## src/hdl/ffha_pkg.sv

```systemverilog
`default_nettype none
package ffha_pkg;

    // Result status codes.
    localparam logic [2:0] ST_OK         = 3'd0;
    localparam logic [2:0] ST_ZERO_SIZE  = 3'd1;
    localparam logic [2:0] ST_NO_FIT     = 3'd2;
    localparam logic [2:0] ST_BAD_ADDR   = 3'd3;
    localparam logic [2:0] ST_DOUBLE     = 3'd4;

    // Configuration register indexes.
    localparam logic [1:0] REG_HEAP_BASE   = 2'd0;
    localparam logic [1:0] REG_HEAP_LENGTH = 2'd1;
    localparam logic [1:0] REG_MIN_SPLIT   = 2'd2;

    // Request modes.
    localparam logic MODE_ALLOC = 1'b0;
    localparam logic MODE_FREE  = 1'b1;

    localparam int ADDR_W  = 48;
    localparam int SIZE_W  = 16;
    localparam int ALIGN_W = 4;
    localparam int STAT_W  = 16;
    localparam int CNT_W   = 13;
    localparam int ROUND_W = 17;
    localparam int MIN_HEAP = 64;

endpackage
`default_nettype wire

```

## src/hdl/ffha_divg.sv

```systemverilog
`default_nettype none
module ffha_divg
    import ffha_pkg::*;
#(
    parameter int DIVISOR = 8,
    parameter int WIDTH   = 17
)
(
    input  wire logic                          clk,
    input  wire logic                          rst_n,
    input  wire logic                          start,
    input  wire logic [WIDTH-1:0]              dividend,
    output logic                               valid,
    output logic [WIDTH-1:0]                   quotient,
    output logic [$clog2(DIVISOR):0]           remainder
);

    localparam int RMW = $clog2(DIVISOR) + 1;
    localparam int SH  = WIDTH + $clog2(DIVISOR);
    localparam int MW  = WIDTH + 1;
    localparam int PW  = WIDTH + MW;
    localparam longint unsigned RECIP =
        ((64'd1 << SH) + 64'(DIVISOR) - 64'd1) / 64'(DIVISOR);
    localparam logic [MW-1:0] RECIP_M = MW'(RECIP);

    logic [WIDTH-1:0] quo_reg, quo_next;
    logic [RMW-1:0]   rem_reg, rem_next;
    logic             valid_reg, valid_next;
    logic [PW-1:0]    prod;
    logic [WIDTH-1:0] quo_calc;
    logic [WIDTH-1:0] rem_full;

    // Quotient by multiplying with the rounded-up reciprocal, exact for every
    // dividend of WIDTH bits; the remainder follows by one multiply-subtract.
    // The result is registered: it is ready in the cycle after start and holds until the next start.
    always_comb
    begin
        prod       = PW'(dividend) * PW'(RECIP_M);
        quo_calc   = prod[SH +: WIDTH];
        rem_full   = dividend - (quo_calc * WIDTH'(DIVISOR));
        quo_next   = quo_reg;
        rem_next   = rem_reg;
        valid_next = valid_reg;
        if (start)
        begin
            quo_next   = quo_calc;
            rem_next   = rem_full[RMW-1:0];
            valid_next = 1'b1;
        end
    end

    always_ff @(posedge clk or negedge rst_n)
    begin
        if (!rst_n)
        begin
            quo_reg   <= '0;
            rem_reg   <= '0;
            valid_reg <= 1'b0;
        end
        else
        begin
            quo_reg   <= quo_next;
            rem_reg   <= rem_next;
            valid_reg <= valid_next;
        end
    end

    assign valid     = valid_reg;
    assign quotient  = quo_reg;
    assign remainder = rem_reg;

endmodule
`default_nettype wire

```

## config.mk

```make
export PLATFORM = sky130hd
export DESIGN_NAME = ffha_divg
export DESIGN_NICKNAME = d
export VERILOG_FILES = /design/src/hdl/ffha_pkg.sv /design/src/hdl/ffha_divg.sv
export SDC_FILE = /design/constraint.sdc
export NUM_CORES = 1
export LEC_CHECK = 0
export ABC_CLOCK_PERIOD_IN_PS = 1800
export BUFFER_PORTS_ARGS = -buffer_cell sky130_fd_sc_hd__buf_2
export CELL_PAD_IN_SITES_DETAIL_PLACEMENT = 1
export CELL_PAD_IN_SITES_GLOBAL_PLACEMENT = 1
export CORE_MARGIN = 2
export CORE_UTILIZATION = 33
export DETAILED_ROUTE_END_ITERATION = 8
export GPL_ROUTABILITY_DRIVEN = 1
export PLACE_DENSITY = 0.93
export SYNTH_ARGS = -nofsm -noshare
export SYNTH_HDL_FRONTEND = slang
export SYNTH_SLANG_ARGS = --single-unit
export TNS_END_PERCENT = 30
```

## constraint.sdc

```tcl
create_clock -name clk -period 1.8 [get_ports clk]
set_clock_uncertainty 0.05 [all_clocks]
set_input_delay 0.36 -clock clk [delete_from_list [all_inputs] [get_ports clk]]
set_output_delay 0.36 -clock clk [all_outputs]
set_load 0.01 [all_outputs]
```

# [After elaboration in Yosys (flattened, before gate mapping)]
# Index checks and enable logic that the tools add are counted.
[totals] ff_bits=15 inputBits=20

# [Longest topological paths before layout]
# Gate-level depths: netlist of run 1.
[depth] depth_word=0 ltp_mapped=3

# [Worst setup path before layout of run 1]
# Ideal clock, no wire load.
[synth_path] path_kind="input to register" startpoint="input port start" endpoint="register quo_reg[10], in the netlist quotient[10]" arrival_time_ns=0.890 path_slack_ns=0.734 stages=3 path_buffers=2 path_cell_list="buf_6 -> buf_12 -> mux2_4"
[synth_rtl] item="start, declared" line_no="ffha_divg.sv:11" text="input wire logic start,"
[synth_rtl] item="end signal, assigned" line_no="ffha_divg.sv:62" text="quo_reg <= quo_next;"
[synth_rtl] item="end, declared" line_no="ffha_divg.sv:26" text="logic [WIDTH-1:0] quo_reg, quo_next;"
# No word-level cell between the ends.

# [Worst setup path in the final report of run 1]
[layout_path] startpoint="register quo_reg[6], in the netlist quotient[6]" endpoint="output port quotient[6]"
[layout_rtl] item="end, declared" line_no="ffha_divg.sv:14" text="output logic [WIDTH-1:0] quotient,"
# No word-level cell between the ends.

==> results of run 1 <==
## metrics by stage
step	total power, mW	instances
global placement	0.519	95
floorplan	0.482	46
CTS	0.712	100
finish	0.702	100
detailed placement	0.525	95
global route	0.738	100
## kinds of logic after synthesis
group,share of synthesized area (%)
buf+inv,12.7
simple gates,0.948
other cells,0.568
flops,56.8
mux,29.0
## layout by cell type (no fill, tap or decap)
master,instances
buf_2,31
dfrtp_1,15
mux2_4,9
conb_1,7
mux2_2,5
clkbuf_4,3
or2_1,1
clkbuf_1,1
dlygate4sd3_1,1
## where the power goes
group,switching (mW),total (mW),internal [mW]
registers,0.0154,0.384,0.368
logic,0.0608,0.135,0.0742
clock network,0.0982,0.184,0.0857
## worst paths after layout
check / end / startpoint
worst max-delay path: quotient[6] / quotient[6]$_DFFE_PN0P_
worst min-delay path: quotient[0]$_DFFE_PN0P_ / dividend[3]
max in group asynchronous: quotient[0]$_DFFE_PN0P_ / rst_n
worst max register to register: quotient[6]$_DFFE_PN0P_ / quotient[6]$_DFFE_PN0P_
worst min register to register: valid$_DFFE_PN0P_ / valid$_DFFE_PN0P_
min in group asynchronous: valid$_DFFE_PN0P_ / rst_n
## routing by layer
| layer | wire (um) | track usage (%) | part of all wire (%) |
|---|---|---|---|
| met5 | 0 | 0 | 0 |
| met2 | 669 | 18.3 | 54 |
| met4 | 0 | 2.86 | 0 |
| met1 | 483 | 13.8 | 39 |
| met3 | 90 | 3.70 | 7.2 |
## cell type report
type / count / area, um2 / share of cell area [%]
flip-flops and latches: 15 / 375 / 45.5
multi-input cells: 22 / 224 / 27.2
repair buffers: 32 / 165 / 20.0
well taps: 27 / 33.8 / 4.10
clock buffers: 4 / 26.3 / 3.19
## what timing repair did
action,in CTS,in global routing
setup buffers,0,0
endpoints found under the hold margin,15,0
hold buffers,1,0
==> metrics.md, run 1 <==
| Metric | Value |
|---|---|
| Largest net degree at the start of global routing | `16` |
| Most common cell in the netlist | `dfrtp_1` |
| Number of global-route vias before repair | `407` |
| CTS H-tree lvls | `1` |
| Fill count | `235` |
| P&R area growth vs syn | `24.8%` |
| Area fraction of the dominant cell type after synthesis | `56.8%` |
| Final critical-path required period | `1.21 ns` |
| Gpl congestion | `0.562` |
| GR Overflow Total | `0` |
| Pre-antenna DRT Iters | `2` |
| Clk root buf | `clkbuf_4` |
| WP depth | `1` |
| Number of core rows | `16` |
| Worst hold margin | `0.267 ns` |
| Util after Layout | `42.9%` |
| CP Max Fanout | `2` |
| Min setup slack post-route | `0.587 ns` |
| Final Max Slew Viols | `0` |
| WL per Instance | `12.4 um` |
| Global-route wire length before repair | `1980 um` |
| TNS Setup | `0 ns` |
| Aggregate global-route resource usage | `11.0%` |
| Gate Count Post-Synth | `40` |
| Status | `completed` |
| Core Region | `1920 um2` |
| Most used DFF post-synth | `dfrtp_1` |
| Post-Route WL | `1240 um` |
| Vias/cell | `4.02` |
| Number of synthesized flops with an enable pin | `0` |
| Sequential share of the synthesized area | `56.8%` |
| Crit-path slowest cell | `dfrtp_1` |
| Flops & latches, synth | `15` |
| # diodes | `0` |
| CTS tree | `built` |
| List of most frequent post-synthesis cells | `dfrtp_1 (15), mux2_4 (9), buf_4 (7), mux2_2 (5)` |
| Drc violations | `0` |
| Largest register FFs | `14` |
| Worst Hold Depth | `2` |
| # IOs | `42` |
| Initial antenna violation count | `0` |
| Top cell type by total area after synthesis | `dfrtp_1` |
| Synth Cell Area | `661 um2` |
| Synth area leaders | `dfrtp_1 (57%), mux2_4 (20%), mux2_2 (8.5%)` |
| Via Count | `402` |
| CP delay by family, top | `flip-flops` |
| Nets | `94` |
| Mean Syn Cell Area | `16.5 um2` |
| Peak VDD IR | `335 uV` |
| Reg clk slew, reported paths | `0.08 ns` |
| CTS-repair resized insts | `0` |
| Power per cell area | `852 nW/um2` |
| FF-to-FF path depth | `1` |
| Layout cells sized above 1 | `65.8%` |
| Final setup violation count | `0` |
| Final number of hold-violating endpoints | `0` |
| Data arrival time of the worst path | `0.80 ns` |
| Leak | `0.429 nW` |
| CP cell instances | `buf_2` |
| Place WS | `0.516 ns` |
| Clock Sinks | `15` |
| DIE WIDTH | `48.7 um` |
| IO buf count | `31` |
| Max-cap check violation count | `0` |
| Design Area, Final | `825 um2` |
| Fmax | `824 MHz` |
| Kind of critical path | `reg2out` |
| Die area | `2380 um2` |
| Crit path capture type | `output port` |
| Iter 0 DRT Violations | `1` |
| CTS buffer count | `3` |
| Final worst path period share | `67.4%` |
| Initial Utilization | `34.4%` |
| Worst-Skew Late Latency | `0.27 ns` |
| Warnings from Yosys | `0` |
| Max incr delay on CP | `0.39 ns` |
| Async S/R FF share, synth | `100%` |
| Post-route ant nets | `0` |
| Die H | `48.7 um` |
| Worst Path Required | `1.39 ns` |
| Post-synthesis cell type count | `8` |
| R2R setup slack | `0.97 ns` |
| CP Launch Type | `flip-flop` |
| Post-DP Area | `788 um2` |
| RSZ-0062 raised after global routing | `no` |
| CP bufs+invs | `1` |
| Hold Crit Class | `in2reg` |
| Max Root-Sink Buffers | `2` |
Power figures use the tool's default switching activity.
==> run 2: changes to the inputs <==
--- a/config.mk
+++ b/config.mk
@@ -5,15 +5,15 @@
 export SDC_FILE = /design/constraint.sdc
 export NUM_CORES = 1
 export LEC_CHECK = 0
-export ABC_CLOCK_PERIOD_IN_PS = 1800
+export ABC_CLOCK_PERIOD_IN_PS = 1100
 export BUFFER_PORTS_ARGS = -buffer_cell sky130_fd_sc_hd__buf_2
 export CELL_PAD_IN_SITES_DETAIL_PLACEMENT = 1
 export CELL_PAD_IN_SITES_GLOBAL_PLACEMENT = 1
 export CORE_MARGIN = 2
-export CORE_UTILIZATION = 33
+export CORE_UTILIZATION = 27
 export DETAILED_ROUTE_END_ITERATION = 8
 export GPL_ROUTABILITY_DRIVEN = 1
-export PLACE_DENSITY = 0.93
+export PLACE_DENSITY = 0.83
 export SYNTH_ARGS = -nofsm -noshare
 export SYNTH_HDL_FRONTEND = slang
 export SYNTH_SLANG_ARGS = --single-unit
==> constraint.sdc (replaced) <==
create_clock -name clk -period 1.1 [get_ports clk]
set_clock_uncertainty 0.05 [all_clocks]
set_input_delay 0.22 -clock clk [delete_from_list [all_inputs] [get_ports clk]]
set_output_delay 0.22 -clock clk [all_outputs]
set_load 0.01 [all_outputs]
==> metrics.md, run 2 (synthesis gave the netlist of run 1 again) <==
| Metric | Value |
|---|---|
| Status | `completed (unchanged)` |
| Drc violations | `0 (unchanged)` |
| Worst-Skew Late Latency | `0.26 ns (was 0.27 ns)` |
| Number of core rows | `17 (was 16)` |
| Leak | `0.431 nW (was 0.429 nW)` |
| Reg clk slew, reported paths | `0.08 ns (about the same)` |
| Vias/cell | `3.97 (was 4.02)` |
| Worst hold margin | `0.130 ns (was 0.267 ns)` |
| Buffer count from post-CTS setup fixing | `0 (unchanged)` |
| Util after Layout | `36.9% (was 42.9%)` |
| Die H | `53.5 um (was 48.7 um)` |
| P&R area growth vs syn | `25.9% (was 24.8%)` |
| Pre-antenna DRT Iters | `1 (was 2)` |
| Iter 0 DRT Violations | `0 (was 1)` |
| Post-DP Area | `790 um2 (was 788 um2)` |
| Crit path capture type | `output port (unchanged)` |
| IO buf count | `31 (unchanged)` |
| CP bufs+invs | `1 (unchanged)` |
| GR Overflow Total | `0 (unchanged)` |
| Design Area, Final | `832 um2 (was 825 um2)` |
| Clk root buf | `clkbuf_4 (unchanged)` |
| Power per cell area | `1370 nW/um2 (was 852 nW/um2)` |
| Non-Filler Instances | `101 (was 100)` |
| Multi-input gate area | `224 um2 (unchanged)` |
| Initial antenna violation count | `0 (unchanged)` |
| # diodes | `0 (unchanged)` |
| Hold Crit Class | `in2reg (unchanged)` |
| Final critical-path required period | `1.06 ns` |
| Die area | `2860 um2 (was 2380 um2)` |
| CTS H-tree lvls | `1 (unchanged)` |
| Nets | `94 (unchanged)` |
| Via Count | `401 (was 402)` |
| Layout cells sized above 1 | `65.8% (unchanged)` |
| Max-cap check violation count | `0 (unchanged)` |
| Final number of hold-violating endpoints | `0 (unchanged)` |
| Data arrival time of the worst path | `0.79 ns (was 0.80 ns)` |
| CP cell instances | `buf_2 (unchanged)` |
| RSZ-0062 raised after global routing | `yes (was no)` |
| Largest register FFs | `14 (unchanged)` |
| Core Region | `2250 um2 (was 1920 um2)` |
| R2R setup slack | `0.27 ns (was 0.97 ns)` |
| Initial Utilization | `29.3% (was 34.4%)` |
| Kind of critical path | `reg2out (unchanged)` |
| Gpl congestion | `0.551 (was 0.562)` |
| Max Root-Sink Buffers | `2 (unchanged)` |
| CTS tree | `built (unchanged)` |
| Peak VDD IR | `417 uV (was 335 uV)` |
| Final setup violation count | `0 (unchanged)` |
| CP Max Fanout | `2 (unchanged)` |
| DIE WIDTH | `53.5 um (was 48.7 um)` |
| Final worst path period share | `96.5%` |
| CP Launch Type | `flip-flop (unchanged)` |
| # IOs | `42 (unchanged)` |
| Max incr delay on CP | `0.39 ns (about the same)` |
| Placed cell count | `96 (was 95)` |
| Commonest non-fill, non-tap cell in the layout | `buf_2 (unchanged)` |
| Post-Route WL | `1170 um (was 1240 um)` |
| Commonest non-fill, non-tap cells in the layout | `buf_2 (30), dfrtp_1 (15), mux2_4 (9) (was buf_2 (31), dfrtp_1 (15), mux2_4 (9))` |
| Number of global-route vias before repair | `390 (was 407)` |
| Global-route wire length before repair | `1700 um (was 1980 um)` |
| Fmax | `942 MHz` |
| Final Max Slew Viols | `0 (unchanged)` |
| Register Area | `375 um2 (unchanged)` |
| Fill count | `259 (was 235)` |
| Largest net degree at the start of global routing | `16 (unchanged)` |
| Crit-path slowest cell | `dfrtp_1 (unchanged)` |
| Aggregate global-route resource usage | `8.22% (was 11.0%)` |
| CP delay by family, top | `flip-flops (unchanged)` |
| Clock Sinks | `15 (unchanged)` |
| Post-route ant nets | `0 (unchanged)` |
| WL per Instance | `11.6 um (was 12.4 um)` |
| CTS buffer count | `3 (unchanged)` |
| Worst Path Required | `0.83 ns (was 1.39 ns)` |
run 2: worst paths after layout:
check | start | end | depth (start not counted)
max | quotient[12]$_DFFE_PN0P_ | quotient[12] | 1
min | dividend[13] | quotient[10]$_DFFE_PN0P_ | 2
max reg2reg | quotient[3]$_DFFE_PN0P_ | quotient[3]$_DFFE_PN0P_ | 1
min reg2reg | valid$_DFFE_PN0P_ | valid$_DFFE_PN0P_ | 1
max in group asynchronous | rst_n | quotient[7]$_DFFE_PN0P_ | 2
min in group asynchronous | rst_n | quotient[9]$_DFFE_PN0P_ | 2
run 2: final cells by class:
cell class	count	area share, %
sequential	15	45.1
multi-input combinational	22	26.9
timing repair buffer	32	20.6
clock buffer	4	3.16
tap	28	4.21
run 2: layer usage:
metal | share of wire (%) | global-route usage, %
met1 | 45 | 10.6
met5 | 0 | 0
met2 | 44 | 13.4
met4 | 0 | 2.56
met3 | 11 | 1.98
run 2: power breakdown:
part	switching [mW]	leakage, nW	internal [mW]	total, mW
logic	0.100	0.244	0.125	0.226
registers	0.0259	0.172	0.602	0.628
clock network	0.146	0.0150	0.140	0.286
total	0.273	0.431	0.868	1.14
run 2: what timing repair did:
| item | in CTS | in global routing |
|---|---|---|
| endpoints found under the hold margin | 15 | 0 |
| hold buffers | 1 | 0 |
| endpoints found under the setup margin | 0 | 4 |
| gates resized for setup | 0 | 1 |
run 2: per-stage QoR:
step                setup slack [ns]  TNS [ns]  power, mW
finish                        0.0385         0       1.14
global route                -0.00530   -0.0137       1.21
CTS                           0.0287         0       1.15
detailed placement           -0.0656    -0.480      0.860
global placement             -0.0260    -0.124      0.854
floorplan                      0.174         0      0.788
==> run 3: changes to the inputs <==
--- a/config.mk
+++ b/config.mk
@@ -6,14 +6,16 @@
 export NUM_CORES = 1
 export LEC_CHECK = 0
 export ABC_CLOCK_PERIOD_IN_PS = 1100
-export BUFFER_PORTS_ARGS = -buffer_cell sky130_fd_sc_hd__buf_2
+export BUFFER_PORTS_ARGS = -buffer_cell sky130_fd_sc_hd__buf_4
 export CELL_PAD_IN_SITES_DETAIL_PLACEMENT = 1
 export CELL_PAD_IN_SITES_GLOBAL_PLACEMENT = 1
 export CORE_MARGIN = 2
 export CORE_UTILIZATION = 27
+export CTS_CLUSTER_SIZE = 14
 export DETAILED_ROUTE_END_ITERATION = 8
 export GPL_ROUTABILITY_DRIVEN = 1
 export PLACE_DENSITY = 0.83
+export RECOVER_POWER = 25
 export SYNTH_ARGS = -nofsm -noshare
 export SYNTH_HDL_FRONTEND = slang
 export SYNTH_SLANG_ARGS = --single-unit
==> metrics.md, run 3 (synthesis gave the netlist of run 1 again) <==
| Metric | Value |
|---|---|
| Min setup slack post-route | `0.0283 ns (was 0.0385 ns)` |
| Layout cells sized above 1 | `68.4% (was 65.8%)` |
| CTS buffer count | `3 (unchanged)` |
| Hold Crit Class | `in2reg (unchanged)` |
| Die H | `53.5 um (unchanged)` |
| Kind of critical path | `reg2out (unchanged)` |
| CP bufs+invs | `1 (unchanged)` |
| R2R setup slack | `0.14 ns (was 0.27 ns)` |
| Gate power share | `26.0% (was 19.8%)` |
| FF-to-FF path depth | `2 (was 1)` |
| Pre-antenna DRT Iters | `1 (unchanged)` |
| Post-route ant nets | `0 (unchanged)` |
| HP Start | `dividend[3] (was dividend[13])` |
| Worst r2r dst | `quotient[5]$_DFFE_PN0P_ (was quotient[3]$_DFFE_PN0P_)` |
| Final Max Slew Viols | `0 (unchanged)` |
| Core Region | `2250 um2 (unchanged)` |
| Psw | `0.306 mW (was 0.273 mW)` |
| Reg clk slew, reported paths | `0.08 ns (about the same)` |
| R2R Path Start | `quotient[5]$_DFFE_PN0P_ (was quotient[3]$_DFFE_PN0P_)` |
| Sink of the worst hold path | `quotient[0]$_DFFE_PN0P_ (was quotient[10]$_DFFE_PN0P_)` |
| Fmax | `933 MHz (was 942 MHz)` |
| Post-Route WL | `1480 um (was 1170 um)` |
| Peak VDD IR | `444 uV (was 417 uV)` |
| Max incr delay on CP | `0.40 ns (was 0.39 ns)` |
| Final setup violation count | `0 (unchanged)` |
| Pint | `0.958 mW (was 0.868 mW)` |
| Nets | `100 (was 94)` |
| Multi-input gate area | `224 um2 (unchanged)` |
| Worst Path Required | `0.83 ns (about the same)` |
| DIE WIDTH | `53.5 um (unchanged)` |
| Initial Utilization | `29.3% (unchanged)` |
| Max Root-Sink Buffers | `2 (unchanged)` |
| Status | `completed (unchanged)` |
| Commonest non-fill, non-tap cell in the layout | `buf_4 (was buf_2)` |
| CTS H-tree lvls | `1 (unchanged)` |
| CP delay by family, top | `flip-flops (unchanged)` |
| Global-route wire length before repair | `1990 um (was 1700 um)` |
| Commonest non-fill, non-tap cells in the layout | `buf_4 (23), dfrtp_1 (15), buf_6 (13) (was buf_2 (30), dfrtp_1 (15), mux2_4 (9))` |
| Worst Hold Depth | `2 (unchanged)` |
| Iter 0 DRT Violations | `0 (unchanged)` |
| Clk network pwr share | `23.4% (was 25.1%)` |
| Largest net degree at the start of global routing | `16 (unchanged)` |
| HPWL after DPL | `1080 um` |
| TNS Setup | `0 ns (unchanged)` |
| Crit path capture type | `output port (unchanged)` |
| Clock Sinks | `15 (unchanged)` |
| Power per cell area | `1270 nW/um2 (was 1370 nW/um2)` |
| Data arrival time of the worst path | `0.80 ns (was 0.79 ns)` |
| Place WS | `0.0825 ns (was -0.0656 ns)` |
| Drc violations | `0 (unchanged)` |
| GR Overflow Total | `0 (unchanged)` |
| CP Launch Type | `flip-flop (unchanged)` |
| Gpl congestion | `0.563 (was 0.551)` |
| Die area | `2860 um2 (unchanged)` |
| Worst-Skew Late Latency | `0.27 ns (was 0.26 ns)` |
| Vias/cell | `4.08 (was 3.97)` |
| Leak | `0.502 nW (was 0.431 nW)` |
| # IOs | `42 (unchanged)` |
| Max-cap check violation count | `0 (unchanged)` |
| Clk root buf | `clkbuf_4 (unchanged)` |
| Final number of hold-violating endpoints | `0 (unchanged)` |
| CP cell instances | `buf_6 (was buf_2)` |
| Number of core rows | `17 (unchanged)` |
| RSZ-0062 raised after global routing | `yes (unchanged)` |
| Number of global-route vias before repair | `413 (was 390)` |
| Crit-path slowest cell | `dfrtp_1 (unchanged)` |
| Fill count | `243 (was 259)` |
| Initial antenna violation count | `0 (unchanged)` |
| CTS tree | `built (unchanged)` |
| CP Max Fanout | `2 (unchanged)` |
| Largest register FFs | `14 (unchanged)` |
| WL per Instance | `13.8 um (was 11.6 um)` |
| Final worst path period share | `97.4% (was 96.5%)` |
| Sw Ratio | `24.2% (was 23.9%)` |
| Reg power frac | `50.5% (was 55.1%)` |
| Aggregate global-route resource usage | `10.1% (was 8.22%)` |
| # diodes | `0 (unchanged)` |
| P&R area growth vs syn | `50.6% (was 25.9%)` |
| Via Count | `437 (was 401)` |
| IO buf count | `31 (unchanged)` |
| Register Area | `375 um2 (unchanged)` |
| Worst hold margin | `0.125 ns (was 0.130 ns)` |
| Final critical-path required period | `1.07 ns (was 1.06 ns)` |
==> run 3: timing repair <==
item,4_1_cts,5_1_grt
setup buffers,1,5
pin swaps,0,0
gates resized for setup,1,12
hold endpoints to repair,15,0
gates cloned,0,0
endpoints found under the setup margin,2,13
hold buffers,1,0
==> run 3: power groups by stage <==
stage	clock network, mW	registers, mW	logic [mW]
after global placement	0	0.639	0.262
after floorplan	0	0.664	0.124
after global routing	0.336	0.644	0.352
final	0.296	0.639	0.329
after CTS	0.312	0.631	0.282
after detailed placement	0	0.644	0.269
==> run 3: how the worst max path moves through the flow <==
stage | start | endpoint | cells past startpoint
2_1_floorplan | start | quotient[10]$_DFFE_PN0P_ | 3
3_3_place_gp | start | quotient[13]$_DFFE_PN0P_ | 2
3_5_place_dp | start | quotient[2]$_DFFE_PN0P_ | 2
4_1_cts | quotient[3]$_DFFE_PN0P_ | quotient[3] | 1
5_1_grt | quotient[0]$_DFFE_PN0P_ | quotient[0] | 1
6_report | quotient[5]$_DFFE_PN0P_ | quotient[5] | 1
==> run 3: final cells by class <==
class                           count  share of cell area [%]
Sequential cell                    15                    37.7
Timing Repair Buffer               38                    33.6
Clock buffer                        4                    2.64
Multi-Input combinational cell     22                    22.5
Tap cell                           28                    3.52
==> run 3: stage by stage <==
stage               cells  area, um2  total power, mW  util, %
floorplan              46        683            0.788        -
global placement       96        867            0.901     38.5
detailed placement     96        867            0.913     38.5
CTS                   102        915             1.23     40.6
global route          107        995             1.33     44.1
finish                107        995             1.26     44.1
==> run 3: per-layer routing <==
| metal | up-vias | global-route usage (%) | share of wire [%] |
|---|---|---|---|
| met3 | 0 | 2.26 | 10 |
| met5 | - | 0 | 0 |
| li1 | 196 | - | - |
| met4 | 0 | 5.13 | 0 |
| met2 | 27 | 16.9 | 48 |
| met1 | 214 | 12.1 | 42 |
